===== config.mk =====
export PLATFORM = sky130hd
export DESIGN_NAME = chs_fifo
export DESIGN_NICKNAME = d
export VERILOG_FILES = /design/src/rtl/chained_hash_set_macros.svh /design/src/rtl/chs_pkg.sv /design/src/rtl/chs_fifo.sv
export SDC_FILE = /design/constraint.sdc
export NUM_CORES = 1
export LEC_CHECK = 0
export ABC_AREA = 0
export ABC_CLOCK_PERIOD_IN_PS = 2700
export BUFFER_PORTS_ARGS = -buffer_cell sky130_fd_sc_hd__buf_2
export CAP_MARGIN = 15
export CORE_ASPECT_RATIO = 0.75
export CORE_MARGIN = 2
export CORE_UTILIZATION = 40
export CTS_BUF_LIST = sky130_fd_sc_hd__clkbuf_4
export DETAILED_ROUTE_END_ITERATION = 7
export HOLD_SLACK_MARGIN = 0.02
export PLACE_DENSITY = 0.62
export SLEW_MARGIN = 20
export SYNTH_ARGS = -nofsm -noshare
export SYNTH_HDL_FRONTEND = slang
export SYNTH_SLANG_ARGS = --single-unit

===== constraint.sdc =====
create_clock -name clk -period 2.7 [get_ports clk]
set_input_delay 0.405 -clock clk [delete_from_list [all_inputs] [get_ports clk]]
set_output_delay 0.405 -clock clk [all_outputs]
set_load 0.01 [all_outputs]

===== src/rtl/chained_hash_set_macros.svh =====
// ---------------------------------------------------------------------------
// Chained hash set assertion macros
// Shared concurrent assertion forms, clocked on clk and disabled in reset.
// ---------------------------------------------------------------------------
`ifndef CHAINED_HASH_SET_MACROS_SVH
`define CHAINED_HASH_SET_MACROS_SVH

// same-cycle implication
`define CHS_ASSERT_IMPL(lbl, ante, cons, msg) \
    lbl: assert property (@(posedge clk) disable iff (!rst_n) (ante) |-> (cons)) \
        else $error(msg);

// next-cycle implication
`define CHS_ASSERT_NEXT(lbl, ante, cons, msg) \
    lbl: assert property (@(posedge clk) disable iff (!rst_n) (ante) |=> (cons)) \
        else $error(msg);

`endif


===== src/rtl/chs_pkg.sv =====
// ---------------------------------------------------------------------------
// Chained hash set package
// Sizes, codes, job word and the byte-wise remainder step.
// ---------------------------------------------------------------------------
package chs_pkg;

    localparam int BUCKET_COUNT = 101;
    localparam int NODE_COUNT   = 1024;

    localparam int KEY_W        = 32;
    localparam int KEY_BYTES    = KEY_W / 8;
    localparam int BYTE_CNT_W   = $clog2(KEY_BYTES);
    localparam int BKT_W        = (BUCKET_COUNT > 1) ? $clog2(BUCKET_COUNT) : 1;
    localparam int NODE_W       = (NODE_COUNT > 1) ? $clog2(NODE_COUNT) : 1;
    localparam int PTR_W        = $clog2(NODE_COUNT + 1);
    localparam int SUM_W        = $clog2(BUCKET_COUNT + 256);
    localparam int REDUCE_STEPS = (BUCKET_COUNT + 255) / BUCKET_COUNT;
    localparam int OUT_TDATA_W  = 8;

    localparam int QUEUE_DEPTH  = 2;
    localparam int QPTR_W       = $clog2(QUEUE_DEPTH);
    localparam int QCNT_W       = $clog2(QUEUE_DEPTH + 1);

    typedef enum logic {
        OP_INSERT = 1'b0,
        OP_LOOKUP = 1'b1
    } op_t;

    typedef enum logic [1:0] {
        ST_OK   = 2'd0,
        ST_MISS = 2'd1,
        ST_FULL = 2'd2
    } status_t;

    typedef enum logic [1:0] {
        F_IDLE,
        F_REDUCE,
        F_PUSH
    } front_state_t;

    typedef enum logic [1:0] {
        B_IDLE,
        B_HEAD,
        B_WALK
    } back_state_t;

    typedef logic [BKT_W-1:0] bucket_t;

    typedef struct packed {
        op_t              op;
        logic [KEY_W-1:0] key;
        bucket_t          bucket;
    } job_t;

    typedef bucket_t shift_tab_t [BUCKET_COUNT];

    // (r * 256) mod BUCKET_COUNT for every remainder r
    function automatic shift_tab_t build_shift_tab();
        shift_tab_t tab;
        for (int i = 0; i < BUCKET_COUNT; i++)
        begin
            tab[i] = BKT_W'((i * 256) % BUCKET_COUNT);
        end
        return tab;
    endfunction

    localparam shift_tab_t SHIFT_TAB = build_shift_tab();

    // fold one more key byte into a running remainder
    function automatic bucket_t mod_step(bucket_t r, logic [7:0] b);
        logic [SUM_W-1:0] t;
        t = SUM_W'(SHIFT_TAB[r]) + SUM_W'(b);
        for (int i = 0; i < REDUCE_STEPS; i++)
        begin
            if (t >= SUM_W'(BUCKET_COUNT))
            begin
                t = t - SUM_W'(BUCKET_COUNT);
            end
        end
        return BKT_W'(t);
    endfunction

endpackage


===== src/rtl/chs_fifo.sv =====
// ---------------------------------------------------------------------------
// Chained hash set job queue
// Short queue of classified jobs between the front end and the back end.
// ---------------------------------------------------------------------------
module chs_fifo (
    input  logic          clk,
    input  logic          rst_n,
    input  logic          push_valid,
    output logic          push_ready,
    input  chs_pkg::job_t push_job,
    output logic          pop_valid,
    input  logic          pop_ready,
    output chs_pkg::job_t pop_job
);

    chs_pkg::job_t                 mem_reg [chs_pkg::QUEUE_DEPTH];
    logic [chs_pkg::QPTR_W-1:0]    wr_ptr_reg;
    logic [chs_pkg::QPTR_W-1:0]    rd_ptr_reg;
    logic [chs_pkg::QCNT_W-1:0]    count_reg;
    logic                          do_push;
    logic                          do_pop;

    assign push_ready = (count_reg != chs_pkg::QCNT_W'(chs_pkg::QUEUE_DEPTH));
    assign pop_valid  = (count_reg != '0);
    assign pop_job    = mem_reg[rd_ptr_reg];
    assign do_push    = push_valid && push_ready;
    assign do_pop     = pop_valid && pop_ready;

    always_ff @(posedge clk or negedge rst_n)
    begin
        if (!rst_n)
        begin
            wr_ptr_reg <= '0;
            rd_ptr_reg <= '0;
            count_reg  <= '0;
        end
        else
        begin
            if (do_push)
            begin
                wr_ptr_reg <= (wr_ptr_reg == chs_pkg::QPTR_W'(chs_pkg::QUEUE_DEPTH - 1))
                              ? '0 : wr_ptr_reg + chs_pkg::QPTR_W'(1);
            end
            if (do_pop)
            begin
                rd_ptr_reg <= (rd_ptr_reg == chs_pkg::QPTR_W'(chs_pkg::QUEUE_DEPTH - 1))
                              ? '0 : rd_ptr_reg + chs_pkg::QPTR_W'(1);
            end
            if (do_push && !do_pop)
            begin
                count_reg <= count_reg + chs_pkg::QCNT_W'(1);
            end
            else if (do_pop && !do_push)
            begin
                count_reg <= count_reg - chs_pkg::QCNT_W'(1);
            end
        end
    end

    always_ff @(posedge clk)
    begin
        if (do_push)
        begin
            mem_reg[wr_ptr_reg] <= push_job;
        end
    end

endmodule


== Yosys cells after proc, flatten, opt, wreduce, memory -nomap -nowiden ==
Memories as Yosys holds them, arrays and structs flattened.
Index checks and enable logic that the tools add are counted.

* Reductions and logical operators: 8
* Add/subtract/negate cells: 4
* Mux-type cells: 6
* Equality and inequality tests: 1

{| class="wikitable"
|+ Operators by type and width
! cell !! number
|-
| logical AND 1 bit || 4
|-
| two-way mux 1 bit || 4
|-
| two-way mux 2 bit || 2
|-
| nonzero test 2 bit || 2
|-
| adder 1 bit (second input constant) || 2
|-
| adder 2 x 1 -> 2 bit (second input constant) || 1
|-
| zero test 1 bit || 2
|-
| != test 2 bit (second input constant) || 1
|-
| subtractor 2 x 1 -> 2 bit (second input constant) || 1
|}

* Bits in registers: 4
* Input bits: 44
* Output and inout bits: 42
* Logic and storage cells: 23
* Memory bits (writable): 80
* Memories kept: 1

{| class="wikitable"
|+ Memories
! memory !! words !! bits a word !! rd ports !! clocked after Yosys merged registers in !! wr ports !! line !! RTL
|-
| mem_reg || 2 || 40 || 1 || 0 || 1 || chs_fifo.sv:16 || <nowiki>chs_pkg::job_t mem_reg [chs_pkg::QUEUE_DEPTH];</nowiki>
|}

== Logic depth before layout (Yosys ltp) ==
* Word-level depth: 6
* Gate-level depth with buffers: 7
* Gate-level depth less buffers: 7

== Worst setup path before layout ==
Ideal clock, no wire load.

* Path kind: register -> register
* Start point: register count_reg[0] in the netlist's numbering
* End point: memory mem_reg[0][0] in the netlist's numbering, enable pin
* Path buffers: 0
* Slack: -0.122 ns
* Stages on the path, launching flop included: 4
* Required time: 2.263 ns
* Arrival: 2.385 ns
* Library setup time: 0.437 ns
* Period minus slack after synthesis: 2.822 ns
* Path through: dfrtp_1 -> nand2b_1 -> nand2_1 -> nor2_1

* Word-level cells in the longest chain between the ends: 4

{| class="wikitable"
|+ RTL lines
! element !! line !! RTL
|-
| start: declaration || chs_fifo.sv:19 || <nowiki>logic [chs_pkg::QCNT_W-1:0] count_reg;</nowiki>
|-
| start signal: assignment || chs_fifo.sv:51 || <nowiki>count_reg <= count_reg + chs_pkg::QCNT_W'(1);</nowiki>
|-
| start signal: assignment || chs_fifo.sv:55 || <nowiki>count_reg <= count_reg - chs_pkg::QCNT_W'(1);</nowiki>
|-
| != test 2 bit || chs_fifo.sv:23 || <nowiki>assign push_ready = (count_reg != chs_pkg::QCNT_W'(chs_pkg::QUEUE_DEPTH));</nowiki>
|-
| net push_ready || chs_fifo.sv:9 || <nowiki>output logic push_ready,</nowiki>
|-
| logical AND 1 bit || chs_fifo.sv:26 || <nowiki>assign do_push = push_valid && push_ready;</nowiki>
|-
| two-way mux 1 bit || chs_fifo.sv:62 || <nowiki>if (do_push)</nowiki>
|-
| two-way mux 1 bit (implied by the code) || chs_fifo.sv:64 || <nowiki>mem_reg[wr_ptr_reg] <= push_job;</nowiki>
|-
| end: declaration || chs_fifo.sv:16 ||
|}

The timed path passes the listed nets, and every way through them passes these cells.

==> results_dict.tcl <==
set metrics [dict create \
    outcome "finished, final reports clean" \
    antenna_found_initial 0 \
    yosysWarnings 0 \
    crit_fanout 11 \
    vias_per_cell 4.53 \
    htreeDepth 3 \
    route.detailed.drc 0 \
    startpoint_type "flop" \
    dp_hpwl_microns 3560 \
    synth_seq_cells 84 \
    portBuffers 85 \
    grt_max_degree 22 \
    nNetsFinal 284 \
    final_cell_area_sq_um 3940 \
    coreArea_sq_um 7920 \
    fin_util_pct 49.8 \
    drt_iter0_markers 33 \
    p_clk_share_pct 14.6 \
    die_area_sq_um 8960 \
    cts-root-buf "clkbuf_4" \
    via_count 1575 \
    switching_share_pct 30.7 \
    postPlaceCellArea_sq_um 3830 \
    start_util_pct 41.5 \
    cts_buffers 9 \
    timing.clock.skew_ns 0.00586 \
    numClockSinks 84 \
    dieWidth_microns 109 \
    fin_crit_ns 2.23 \
    cts_tree "done" \
    switchingPower_mw 1.22 \
    path_clk_slew_ns 0.12 \
    pin_count 86 \
    p_leak_nw 1.59 \
    worstPathArrival_ns 1.82 \
    drt-pass1-iter-count 4 \
    first_global_vias 1559 \
    largest_reg_flops 80 \
    drt_wl_total_microns 5410 \
    cap_violations 0 \
    tightest_slew_ns 0.658 \
    irDropWorstVdd_uv 379 \
    insertion_delay_ns 0.42 \
    ys_seq_area_share_pct 76.2 \
    n_antenna_cell 0 \
    cp.required_ns 2.30 \
    comb_power_share_pct 37.2 \
    stdcell_count 348 \
    fin_crit_sh_pct 82.6 \
    reg2reg_depth 4 \
    seq_power_share_pct 48.2 \
    netlist_instances 143 \
    fp.dieH_microns 82.5 \
    clk_path_buf_depth 2 \
    area_growth_pct 20.0 \
    dp.cells 332 \
    syn-num-nets 188 \
    hold_viol 0 \
    holdPathStages 1 \
    wl_per_cell_microns 15.6 \
    power_density_nw_per_um2 1010 \
    synth_area_sq_um 3280 \
    hp-class "input pin to flop" \
    intPower_mw 2.76 \
    holdWs_ns 0.163 \
    finalSetupViolCount 0 \
    syn_avg_cell_area_sq_um 23.0 \
    fin_tns_setup_ns 0 \
    gr-total-overflow 0 \
    grt_pass1_wl_microns 7950 \
    cts_setup_buffers 0 \
    rows 28 \
    routabilityCongestion 0.659 \
    grt_usage_pct 12.5 \
    end_kind "output port" \
    max_freq_mhz 448 \
    drive_gt1_share_pct 60.5 \
    relSlewSlack_pct 56.0 \
    drv_slew 0 \
    synth_cell_types 15 \
    rsz0062_at_grt "no" \
    ant_nets 0 \
    crit_type "flop to output port" \
    fillers 674 \
]
cell type report:
type | instances | area [sq um] | share of cell area (%)
sequential | 84 | 2500 | 63.5
multi-input combinational | 53 | 696 | 17.6
inverter | 1 | 3.75 | 0.0952
tap | 105 | 131 | 3.33
clock buffer | 10 | 75.1 | 1.90
clock inverter | 5 | 30.0 | 0.762
timing repair buffer | 90 | 503 | 12.8
per-layer routing:
metal	vias up	wire length (microns)	global-route usage, %	share of wire [%]
met2	71	2390	18.4	44
met1	745	2350	15.0	43
met3	13	540	7.06	10
met5	-	0	0	0
met4	0	136	5.77	2.5
li1	746	-	-	-
power groups by stage:
stage                     Sequential (mW)  Combinational (mW)  Clock (mW)
after floorplan                      1.89                1.15           0
after global placement               1.95                1.49           0
after detailed placement             1.95                1.50           0
after CTS                            1.92                1.51       0.610
after global routing                 1.95                1.60       0.659
final                                1.92                1.48       0.582
cell usage after synthesis:
library cell,instances,share of area [%]
edfxtp_1,80,73
mux2_4,39,18
buf_12,4,2.4
dfrtp_1,4,3.0
xnor2_1,3,0.80
nand2_1,2,0.23
nor2_1,2,0.23
xor2_1,2,0.53
and3_1,1,0.19
buf_6,1,0.34
ha_1,1,0.38
inv_1,1,0.11
mux2_2,1,0.34
nand2b_1,1,0.19
or2_1,1,0.19
metrics by stage:
stage	power (mW)	worst slack [ns]
floorplan	3.03	0.539
global placement	3.44	0.935
detailed placement	3.45	0.890
CTS	4.04	0.433
global route	4.20	0.372
finish	3.98	0.470
kinds of logic after synthesis:
| logic type | Yosys count | share of synthesized area (%) |
|---|---|---|
| XOR/XNOR | 5 | 1.33 |
| adder cells (fa/ha/maj) | 1 | 0.381 |
| buffers and inverters | 6 | 2.90 |
| flip-flops | 84 | 76.2 |
| multiplexers | 40 | 18.2 |
| AND/OR/NAND/NOR | 7 | 1.03 |
worst paths after layout:
path                                     startpoint                        to  slack, ns
min                                    push_job[14]  mem_reg[1][14]$_DFFE_PP_       0.16
max                          rd_ptr_reg$_DFFE_PN0P_               pop_job[11]       0.47
max in group asynchronous                     rst_n    rd_ptr_reg$_DFFE_PN0P_       2.25
min in group asynchronous                     rst_n  count_reg[1]$_DFFE_PN0P_       0.32
max reg2reg                count_reg[0]$_DFFE_PN0P_   mem_reg[0][4]$_DFFE_PP_       0.90
min reg2reg                count_reg[1]$_DFFE_PN0P_  count_reg[1]$_DFFE_PN0P_       0.49
repair_timing:
| action | CTS | global route |
|---|---|---|
| hold buffers | 1 | 0 |
| resized for setup | 0 | 0 |
| hold endpoints to repair | 4 | 0 |
| setup endpoints to repair | 0 | 0 |
critical path, cell delays in order (launching register included):
cell and delay (ns):
dfrtp_2 0.61, buf_4 0.32, mux2_4 0.33, buf_2 0.14
cell usage in the layout (no fill, tap or decap), drive strengths merged:
| cell type | Yosys | layout |
|---|---|---|
| xor2 | 2 | 2 |
| nand2 | 2 | 2 |
| clkbuf | 0 | 10 |
| or2 | 1 | 1 |
| and3 | 1 | 1 |
| nand2b | 1 | 1 |
| edfxtp | 80 | 80 |
| inv | 1 | 1 |
| xnor2 | 3 | 3 |
| mux2 | 40 | 40 |
| dfrtp | 4 | 4 |
| clkinv | 0 | 3 |
| nor2 | 2 | 2 |
| ha | 1 | 1 |
| dlygate4sd3 | 0 | 1 |
| clkinvlp | 0 | 2 |
| buf | 5 | 89 |
Note: power is estimated with default switching activity, not from simulation.
