$ cat src/rtl/chained_hash_set_macros.svh
// ---------------------------------------------------------------------------
// Chained hash set assertion macros
// Shared concurrent assertion forms, clocked on clk and disabled in reset.
// ---------------------------------------------------------------------------
`ifndef CHAINED_HASH_SET_MACROS_SVH
`define CHAINED_HASH_SET_MACROS_SVH

// same-cycle implication
`define CHS_ASSERT_IMPL(lbl, ante, cons, msg) \
    lbl: assert property (@(posedge clk) disable iff (!rst_n) (ante) |-> (cons)) \
        else $error(msg);

// next-cycle implication
`define CHS_ASSERT_NEXT(lbl, ante, cons, msg) \
    lbl: assert property (@(posedge clk) disable iff (!rst_n) (ante) |=> (cons)) \
        else $error(msg);

`endif

$ cat src/rtl/chs_pkg.sv
// ---------------------------------------------------------------------------
// Chained hash set package
// Sizes, codes, job word and the byte-wise remainder step.
// ---------------------------------------------------------------------------
package chs_pkg;

    localparam int BUCKET_COUNT = 101;
    localparam int NODE_COUNT   = 1024;

    localparam int KEY_W        = 32;
    localparam int KEY_BYTES    = KEY_W / 8;
    localparam int BYTE_CNT_W   = $clog2(KEY_BYTES);
    localparam int BKT_W        = (BUCKET_COUNT > 1) ? $clog2(BUCKET_COUNT) : 1;
    localparam int NODE_W       = (NODE_COUNT > 1) ? $clog2(NODE_COUNT) : 1;
    localparam int PTR_W        = $clog2(NODE_COUNT + 1);
    localparam int SUM_W        = $clog2(BUCKET_COUNT + 256);
    localparam int REDUCE_STEPS = (BUCKET_COUNT + 255) / BUCKET_COUNT;
    localparam int OUT_TDATA_W  = 8;

    localparam int QUEUE_DEPTH  = 2;
    localparam int QPTR_W       = $clog2(QUEUE_DEPTH);
    localparam int QCNT_W       = $clog2(QUEUE_DEPTH + 1);

    typedef enum logic {
        OP_INSERT = 1'b0,
        OP_LOOKUP = 1'b1
    } op_t;

    typedef enum logic [1:0] {
        ST_OK   = 2'd0,
        ST_MISS = 2'd1,
        ST_FULL = 2'd2
    } status_t;

    typedef enum logic [1:0] {
        F_IDLE,
        F_REDUCE,
        F_PUSH
    } front_state_t;

    typedef enum logic [1:0] {
        B_IDLE,
        B_HEAD,
        B_WALK
    } back_state_t;

    typedef logic [BKT_W-1:0] bucket_t;

    typedef struct packed {
        op_t              op;
        logic [KEY_W-1:0] key;
        bucket_t          bucket;
    } job_t;

    typedef bucket_t shift_tab_t [BUCKET_COUNT];

    // (r * 256) mod BUCKET_COUNT for every remainder r
    function automatic shift_tab_t build_shift_tab();
        shift_tab_t tab;
        for (int i = 0; i < BUCKET_COUNT; i++)
        begin
            tab[i] = BKT_W'((i * 256) % BUCKET_COUNT);
        end
        return tab;
    endfunction

    localparam shift_tab_t SHIFT_TAB = build_shift_tab();

    // fold one more key byte into a running remainder
    function automatic bucket_t mod_step(bucket_t r, logic [7:0] b);
        logic [SUM_W-1:0] t;
        t = SUM_W'(SHIFT_TAB[r]) + SUM_W'(b);
        for (int i = 0; i < REDUCE_STEPS; i++)
        begin
            if (t >= SUM_W'(BUCKET_COUNT))
            begin
                t = t - SUM_W'(BUCKET_COUNT);
            end
        end
        return BKT_W'(t);
    endfunction

endpackage

$ cat src/rtl/chs_front.sv
// ---------------------------------------------------------------------------
// Chained hash set front end
// Accepts a word and computes its bucket one key byte per cycle.
// ---------------------------------------------------------------------------
module chs_front (
    input  logic                      clk,
    input  logic                      rst_n,
    input  logic                      in_valid,
    output logic                      in_ready,
    input  logic                      in_op,
    input  logic [chs_pkg::KEY_W-1:0] in_key,
    output logic                      push_valid,
    input  logic                      push_ready,
    output chs_pkg::job_t             push_job
);

    chs_pkg::front_state_t            state_reg;
    chs_pkg::front_state_t            state_next;
    chs_pkg::op_t                     op_reg;
    logic [chs_pkg::KEY_W-1:0]        key_reg;
    logic [chs_pkg::KEY_W-1:0]        shift_reg;
    chs_pkg::bucket_t                 rem_reg;
    logic [chs_pkg::BYTE_CNT_W-1:0]   cnt_reg;
    logic                             take;
    logic                             last_byte;

    assign take      = in_valid && in_ready;
    assign last_byte = (cnt_reg == chs_pkg::BYTE_CNT_W'(chs_pkg::KEY_BYTES - 1));

    always_comb
    begin
        state_next = state_reg;
        unique case (state_reg)
            chs_pkg::F_IDLE:
            begin
                if (in_valid)
                begin
                    state_next = chs_pkg::F_REDUCE;
                end
            end
            chs_pkg::F_REDUCE:
            begin
                if (last_byte)
                begin
                    state_next = chs_pkg::F_PUSH;
                end
            end
            chs_pkg::F_PUSH:
            begin
                if (push_ready)
                begin
                    state_next = chs_pkg::F_IDLE;
                end
            end
            default:
            begin
                state_next = chs_pkg::F_IDLE;
            end
        endcase
    end

    always_comb
    begin
        in_ready   = (state_reg == chs_pkg::F_IDLE);
        push_valid = (state_reg == chs_pkg::F_PUSH);
        push_job   = '{op: op_reg, key: key_reg, bucket: rem_reg};
    end

    always_ff @(posedge clk or negedge rst_n)
    begin
        if (!rst_n)
        begin
            state_reg <= chs_pkg::F_IDLE;
        end
        else
        begin
            state_reg <= state_next;
        end
    end

    // key bytes enter most significant first
    always_ff @(posedge clk)
    begin
        if (take)
        begin
            op_reg    <= chs_pkg::op_t'(in_op);
            key_reg   <= in_key;
            shift_reg <= in_key;
            rem_reg   <= '0;
            cnt_reg   <= '0;
        end
        else if (state_reg == chs_pkg::F_REDUCE)
        begin
            rem_reg   <= chs_pkg::mod_step(rem_reg, shift_reg[chs_pkg::KEY_W-1 -: 8]);
            shift_reg <= shift_reg << 8;
            cnt_reg   <= cnt_reg + chs_pkg::BYTE_CNT_W'(1);
        end
    end

endmodule

$ cat config.mk
export PLATFORM = sky130hd
export DESIGN_NAME = chs_front
export DESIGN_NICKNAME = d
export VERILOG_FILES = /design/src/rtl/chained_hash_set_macros.svh /design/src/rtl/chs_pkg.sv /design/src/rtl/chs_front.sv
export SDC_FILE = /design/constraint.sdc
export NUM_CORES = 1
export LEC_CHECK = 0
export CORE_ASPECT_RATIO = 1.1
export CORE_UTILIZATION = 25
export DETAILED_ROUTE_END_ITERATION = 10
export DONT_BUFFER_PORTS = 1
export GPL_TIMING_DRIVEN = 0
export PLACE_DENSITY_LB_ADDON = 0.1
export SYNTH_ARGS = -nofsm -noshare
export SYNTH_HDL_FRONTEND = slang
export SYNTH_SLANG_ARGS = --single-unit
$ cat constraint.sdc
create_clock -name clk -period 8 [get_ports clk]
set_clock_uncertainty 0.2 [all_clocks]
set_input_delay 0.8 -clock clk [delete_from_list [all_inputs] [get_ports clk]]
set_output_delay 0.8 -clock clk [all_outputs]
set_load 0.02 [all_outputs]
======== After elaboration in Yosys (flattened, before gate mapping) ========
Memory sizes are Yosys's and may differ from the RTL's.
Cells that the tools add are included.
word-level totals
  register bits ........................... 76
  latch bits .............................. 0
  bits in writable memories ............... 0
  ROM bits ................................ 896
  input bits .............................. 37
  output and inout bits ................... 42
  logic and storage cells ................. 42
  memories kept ........................... 1
cells by class
  add/sub/neg operators ................... 5
  multiply operators ...................... 0
  divide/modulo/power cells ............... 0
  order comparisons ....................... 4
  equal/unequal tests ..................... 6
  shifts and indexed selects .............. 0
  multiplexer cells ....................... 15
  bitwise operators ....................... 1
  reductions and logical operators ........ 4
memories
  memory           depth  width  rd ports  clocked after Yosys merged registers in  write ports  RTL line       text
  (no name shown)  128    7      1         0                                        0            chs_pkg.sv:72  t = SUM_W'(SHIFT_TAB[r]) + SUM_W'(b);
operator list
  operator                                                number
  2-to-1 mux 32 bit                                       2
  2-to-1 mux 9 bit                                        6
  >= comparator 9 x 7 -> 1 bit (second input constant)    3
  2-to-1 mux 7 bit                                        3
  subtractor 9 x 7 -> 9 bit (second input constant)       2
  adder 7 x 8 -> 9 bit                                    1
  >= comparator 8 bit (second input constant)             1
  inverter 7 -> 8 bit                                     1
  subtractor 7 bit (second input constant)                1
  2-to-1 mux 2 bit                                        3
  case mux 2 bit (3 select lines)                         1
  equality test 2 bit (second input constant)             2
  inequality test 2 bit (second input constant)           2
  AND reduction 3 bit                                     1
  adder 2 x 1 -> 2 bit (second input constant)            1
  equality test 2 x 1 -> 1 bit (second input constant)    1
  logical NOT 2 bit                                       1
  inequality test 2 x 1 -> 1 bit (second input constant)  1
  nonzero test 2 bit                                      1
  logical AND 1 bit                                       1

======== Longest topological paths before layout ========
  word-level depth ........................ 15
  gate-level depth with buffers ........... 33
  gate-level depth less buffers ........... 29

======== Worst setup path before layout ========
OpenSTA, ideal clock, no wires.
  path kind ............................... flip-flop to flip-flop
  start point ............................. reg rem_reg[1]
  end point ............................... reg rem_reg[3]
  setup time .............................. 156 ps
  data arrival time ....................... 6,883 ps
  required time ........................... 7,644 ps
  path slack .............................. 761 ps
  cell stages (with the launch flop) ...... 28
  path buffers ............................ 4
  clock period less this slack ............ 7,239 ps
  cells stage by stage .................... dfxtp_1 clkbuf_1 inv_1 ha_1 clkbuf_1 nand2_1 a311oi_1 a21oi_1 mux4_2 fa_1 xnor2_1 o21ai_1 and3_1 buf_4 o211a_4 buf_6 xnor2_1 inv_1 ha_1 or4_1 o311a_1 o21ai_1 o21ai_1 a2111o_1 a21o_1 o221a_1 xor2_1 o22ai_1
between the ends
  word-level cells in the longest chain between the ends .. 15
  elaborated cells on any way between the ends .. 18
  those cells by class .................... add/sub: 4; order compare: 3; mux: 9; bitwise: 1; memory: 1
RTL lines
  item                                                                       RTL line                      text
  start: declaration                                                         chs_front.sv:22               chs_pkg::bucket_t rem_reg;
  start signal: assignment                                                   chs_front.sv:94               rem_reg <= chs_pkg::mod_step(rem_reg, shift_reg[chs_pkg::KEY_W-1 -: 8]);
  inverter 7 -> 8 bit (not written as such) (*)                              chs_pkg.sv:72
  memory (128 x 7 bit) (*)                                                   -
  2-to-1 mux 7 bit (not written as such) (*) (2 in series)                   chs_pkg.sv:72
  adder 7 x 8 -> 9 bit (*)                                                   chs_pkg.sv:72
  subtractor 9 x 7 -> 9 bit or >= comparator 9 x 7 -> 1 bit (tied branches)  chs_pkg.sv:77, chs_pkg.sv:75
  2-to-1 mux 9 bit (*)                                                       chs_pkg.sv:75                 if (t >= SUM_W'(BUCKET_COUNT))
  2-to-1 mux 9 bit (*)                                                       chs_front.sv:92               else if (state_reg == chs_pkg::F_REDUCE)
  2-to-1 mux 9 bit (*)                                                       chs_front.sv:84               if (take)
  subtractor 9 x 7 -> 9 bit or >= comparator 9 x 7 -> 1 bit (tied branches)  chs_pkg.sv:77, chs_pkg.sv:75
  2-to-1 mux 9 bit (*)                                                       chs_pkg.sv:75
  2-to-1 mux 9 bit (*)                                                       chs_front.sv:92
  2-to-1 mux 9 bit (*)                                                       chs_front.sv:84
  >= comparator 9 x 7 -> 1 bit or subtractor 7 bit (tied branches)           chs_pkg.sv:75, chs_pkg.sv:77
  2-to-1 mux 7 bit (*)                                                       chs_pkg.sv:75
Every way passes the cells marked *; elsewhere a longest branch is shown, timed or not. The select of a mux whose other input is x is not followed.
A chain may end at the register's enable or synchronous reset.

======== Final worst setup path ========
Same ends and word-level chain as after synthesis.

==> impl_metrics.py <==
metrics = {
    "run_status": {
        "outcome": "finished, final reports clean",
    },
    "setup_path": {
        "cp_top_family": "compound AO/OA/AOI/OAI gates",
        "crit_top_cell": "o21ai_1",
        "cp_max_fo": 12,
        "start_kind": "register",
        "worstPathArrival_ns": 7.68,
        "worstSetupPathType": "reg2reg",
        "critical_path_buf_inv_count": 6,
        "cp.required_ns": 7.99,
        "max_stage_delay_ns": 0.57,
        "critPathSlowestCell": "mux4_2",
        "critPathCaptureType": "register",
    },
    "global_routing": {
        "antenna_found_initial": 0,
        "grt_pass1_wl_microns": 25560,
        "grt_pass1_vias": 4544,
        "grtUsageTotal_pct": 14.98,
        "overflow": 0,
        "grt_max_degree": 40,
    },
    "timing": {
        "tns_ns": 0,
        "worst_pin_slew_ns": 0.8767,
        "final_max_slew_viol_count": 0,
        "max_freq_mhz": 130.0,
        "hold_viol": 0,
        "finalSetupViolCount": 0,
        "period_needed_ns": 7.691,
        "post-route-period-util_pct": 96.14,
        "grt_setup_unrepaired": "false",
        "slew_headroom_pct": 41.34,
    },
    "synthesis": {
        "ys_ff_latch": 76,
        "async_flop_share_pct": 2.632,
        "post_synth.cell_area_avg_sq_um": 9.160,
        "ys_seq_area_share_pct": 40.04,
        "synth_flop_cell": "edfxtp_1",
        "syn_area_sq_mm": 0.005450,
        "synth_enable_flop_cells": 65,
        "ys_types": 83,
        "synth_top_area_cell": "edfxtp_1",
        "yosys_warnings": 0,
        "postSynthCellCount": 595,
        "synth_top_area_share_pct": 35.81,
        "synthTopCellsByArea": "edfxtp_1 36%, nand2_1 7.9%, ha_1 6.4%",
        "syn_nets": 661,
    },
    "clocking": {
        "cts_made_buffers": 9,
        "cts.clk_slew.worst_paths_ns": 0.06,
        "htree_levels": 3,
        "cts_tree": "done",
        "clk_latency_ns": 0.35,
        "clock_sinks": 76,
        "cts_root_buf": "clkbuf_16",
        "clk_path_buf_depth": 2,
    },
    "final_layout": {
        "final_nets": 683,
        "fillers": 2240,
        "n_antenna_cell": 0,
        "fin_util_pct": 29.29,
        "syn2layout_area_growth_pct": 14.83,
        "drive_above_1_share_pct": 13.83,
    },
    "floorplan": {
        "rows": 56,
        "die_y_microns": 156.9,
        "fp.dieW_microns": 142.8,
        "fp.coreArea_sq_mm": 0.02137,
        "die_area_sq_mm": 0.02240,
        "start_util_pct": 25.50,
        "boundaryPins": 79,
    },
    "drt": {
        "vias": 4636,
        "avgViaCountPerCell": 5.083,
        "drc": 0,
        "drt_pass1_iterations": 4,
        "antenna_left": 0,
        "wire_per_inst_microns": 18.09,
        "finalWirelength_microns": 16500,
        "dr.first_iter.drc_count": 275,
    },
    "place": {
        "gp_congestion": 0.8813,
        "dp.final_hpwl_microns": 12150,
        "io_buffers": 0,
    },
    "hold_path": {
        "min_path_type": "reg2reg",
    },
    "run": {
        "drv_cap": 0,
    },
}
[timing repair]
item,in CTS,in global routing
setup buffers,1,8
pin swaps,2,1
resized for setup,8,16
setup endpoints to repair,7,6
endpoints found under the hold margin,2,0
hold buffers,1,0
[metrics by stage]
step | cell area, sq um | hold slack, ns | cells | worst slack [ns]
global placement | 5813 | 0.2521 | 885 | -0.9949
global route | 6259 | 0.3172 | 912 | 0.009024
floorplan | 5450 | 0.2397 | 595 | 0.7609
finish | 6259 | 0.2635 | 912 | 0.3085
CTS | 6161 | 0.2678 | 904 | 0.01110
detailed placement | 5834 | 0.2557 | 886 | -0.9200
[worst reg2reg max path, cell delays in order (launching register included)]
cell and delay (ns):
dfxtp_4 0.47, clkbuf_4 0.27, clkinvlp_4 0.12, ha_1 0.36, buf_2 0.26, nand2_1 0.16, a311oi_1 0.35, a21oi_1 0.11
mux4_2 0.57, fa_1 0.51, xnor2_2 0.43, o21ai_1 0.12, and3_1 0.19, buf_4 0.16, o211a_4 0.30, buf_6 0.16
xnor2_2 0.20, inv_1 0.07, ha_1 0.26, or4_1 0.52, o311a_1 0.16, o21ai_1 0.21, o21ai_1 0.12, a2111o_1 0.48
a21o_1 0.20, o221a_1 0.25, xor2_2 0.20, o22ai_1 0.13
[cell usage after synthesis (all sizes together) (14+ instances only)]
master,n
o21ai,52
edfxtp,65
inv,19
clkbuf,25
nand3,14
nor2,48
o211ai,14
a211oi,14
nor3,19
a21oi,35
ha,28
nand2,115
[cell usage in the layout, fill, tap and decap left out, types with 5 or more instances in the layout]
| master | synthesis | final |
|---|---|---|
| ha_1 | 28 | 28 |
| nand3_1 | 13 | 13 |
| and3_1 | 9 | 9 |
| nand2_1 | 114 | 114 |
| nor3_1 | 16 | 16 |
| a311oi_1 | 7 | 7 |
| xor2_1 | 6 | 5 |
| o211ai_1 | 13 | 13 |
| clkbuf_1 | 25 | 18 |
| nor2_1 | 47 | 47 |
| xnor2_1 | 12 | 9 |
| a21oi_1 | 31 | 31 |
| dfxtp_1 | 9 | 7 |
| a211oi_1 | 10 | 10 |
| clkbuf_2 | 0 | 5 |
| a31oi_1 | 7 | 7 |
| edfxtp_1 | 65 | 65 |
| buf_4 | 2 | 11 |
| inv_1 | 19 | 16 |
| o21ai_1 | 5 | 5 |
| clkbuf_16 | 0 | 9 |
| o21ai_0 | 42 | 42 |
[kinds of logic (layout without fill, tap and decap cells)]
family          after synthesis  in the layout  synth area share, %
flops                        76             76                40.04
compound gates              171            171                22.70
mux                           8              8                2.411
buf+inv                      55             82                4.247
xor+xnor                     21             21                3.788
simple gates                235            235                20.02
fa+ha+maj                    29             29                6.795
[area by class of cell]
class	count	area (sq um)	area share (%)
Multi-Input combinational cell	464	3074	49.12
Sequential cell	76	2190	34.99
Tap cell	290	362.8	5.798
Clock buffer	9	225.2	3.599
Buffer	34	163.9	2.619
Timing Repair Buffer	11	97.59	1.559
Inverter	21	86.33	1.379
Clock inverter	7	58.81	0.9396
[path summary, 6_finish.rpt]
check,start,endpoint,slack (ns),cells after the start
hold reg to reg,cnt_reg[1],cnt_reg[1],0.26,2
setup reg to reg,rem_reg[1],rem_reg[3],0.31,27
max in group asynchronous,rst_n,state_reg[0],6.97,1
min in group asynchronous,rst_n,state_reg[1],0.50,1
hold / removal,cnt_reg[1],cnt_reg[1],0.26,2
setup / recovery,rem_reg[1],rem_reg[3],0.31,27
[per-layer routing]
| layer | up-vias | share of wire, % | track usage [%] |
|---|---|---|---|
| li1 | 2221 | - | - |
| met1 | 2235 | 43 | 18.12 |
| met2 | 158 | 48 | 24.91 |
| met3 | 22 | 6.8 | 4.498 |
| met4 | 0 | 2.0 | 5.632 |
| met5 | - | 0 | 0 |
Power is not shown: default switching activity piles up to over one toggle a cycle in this logic, so the estimate is an artifact.
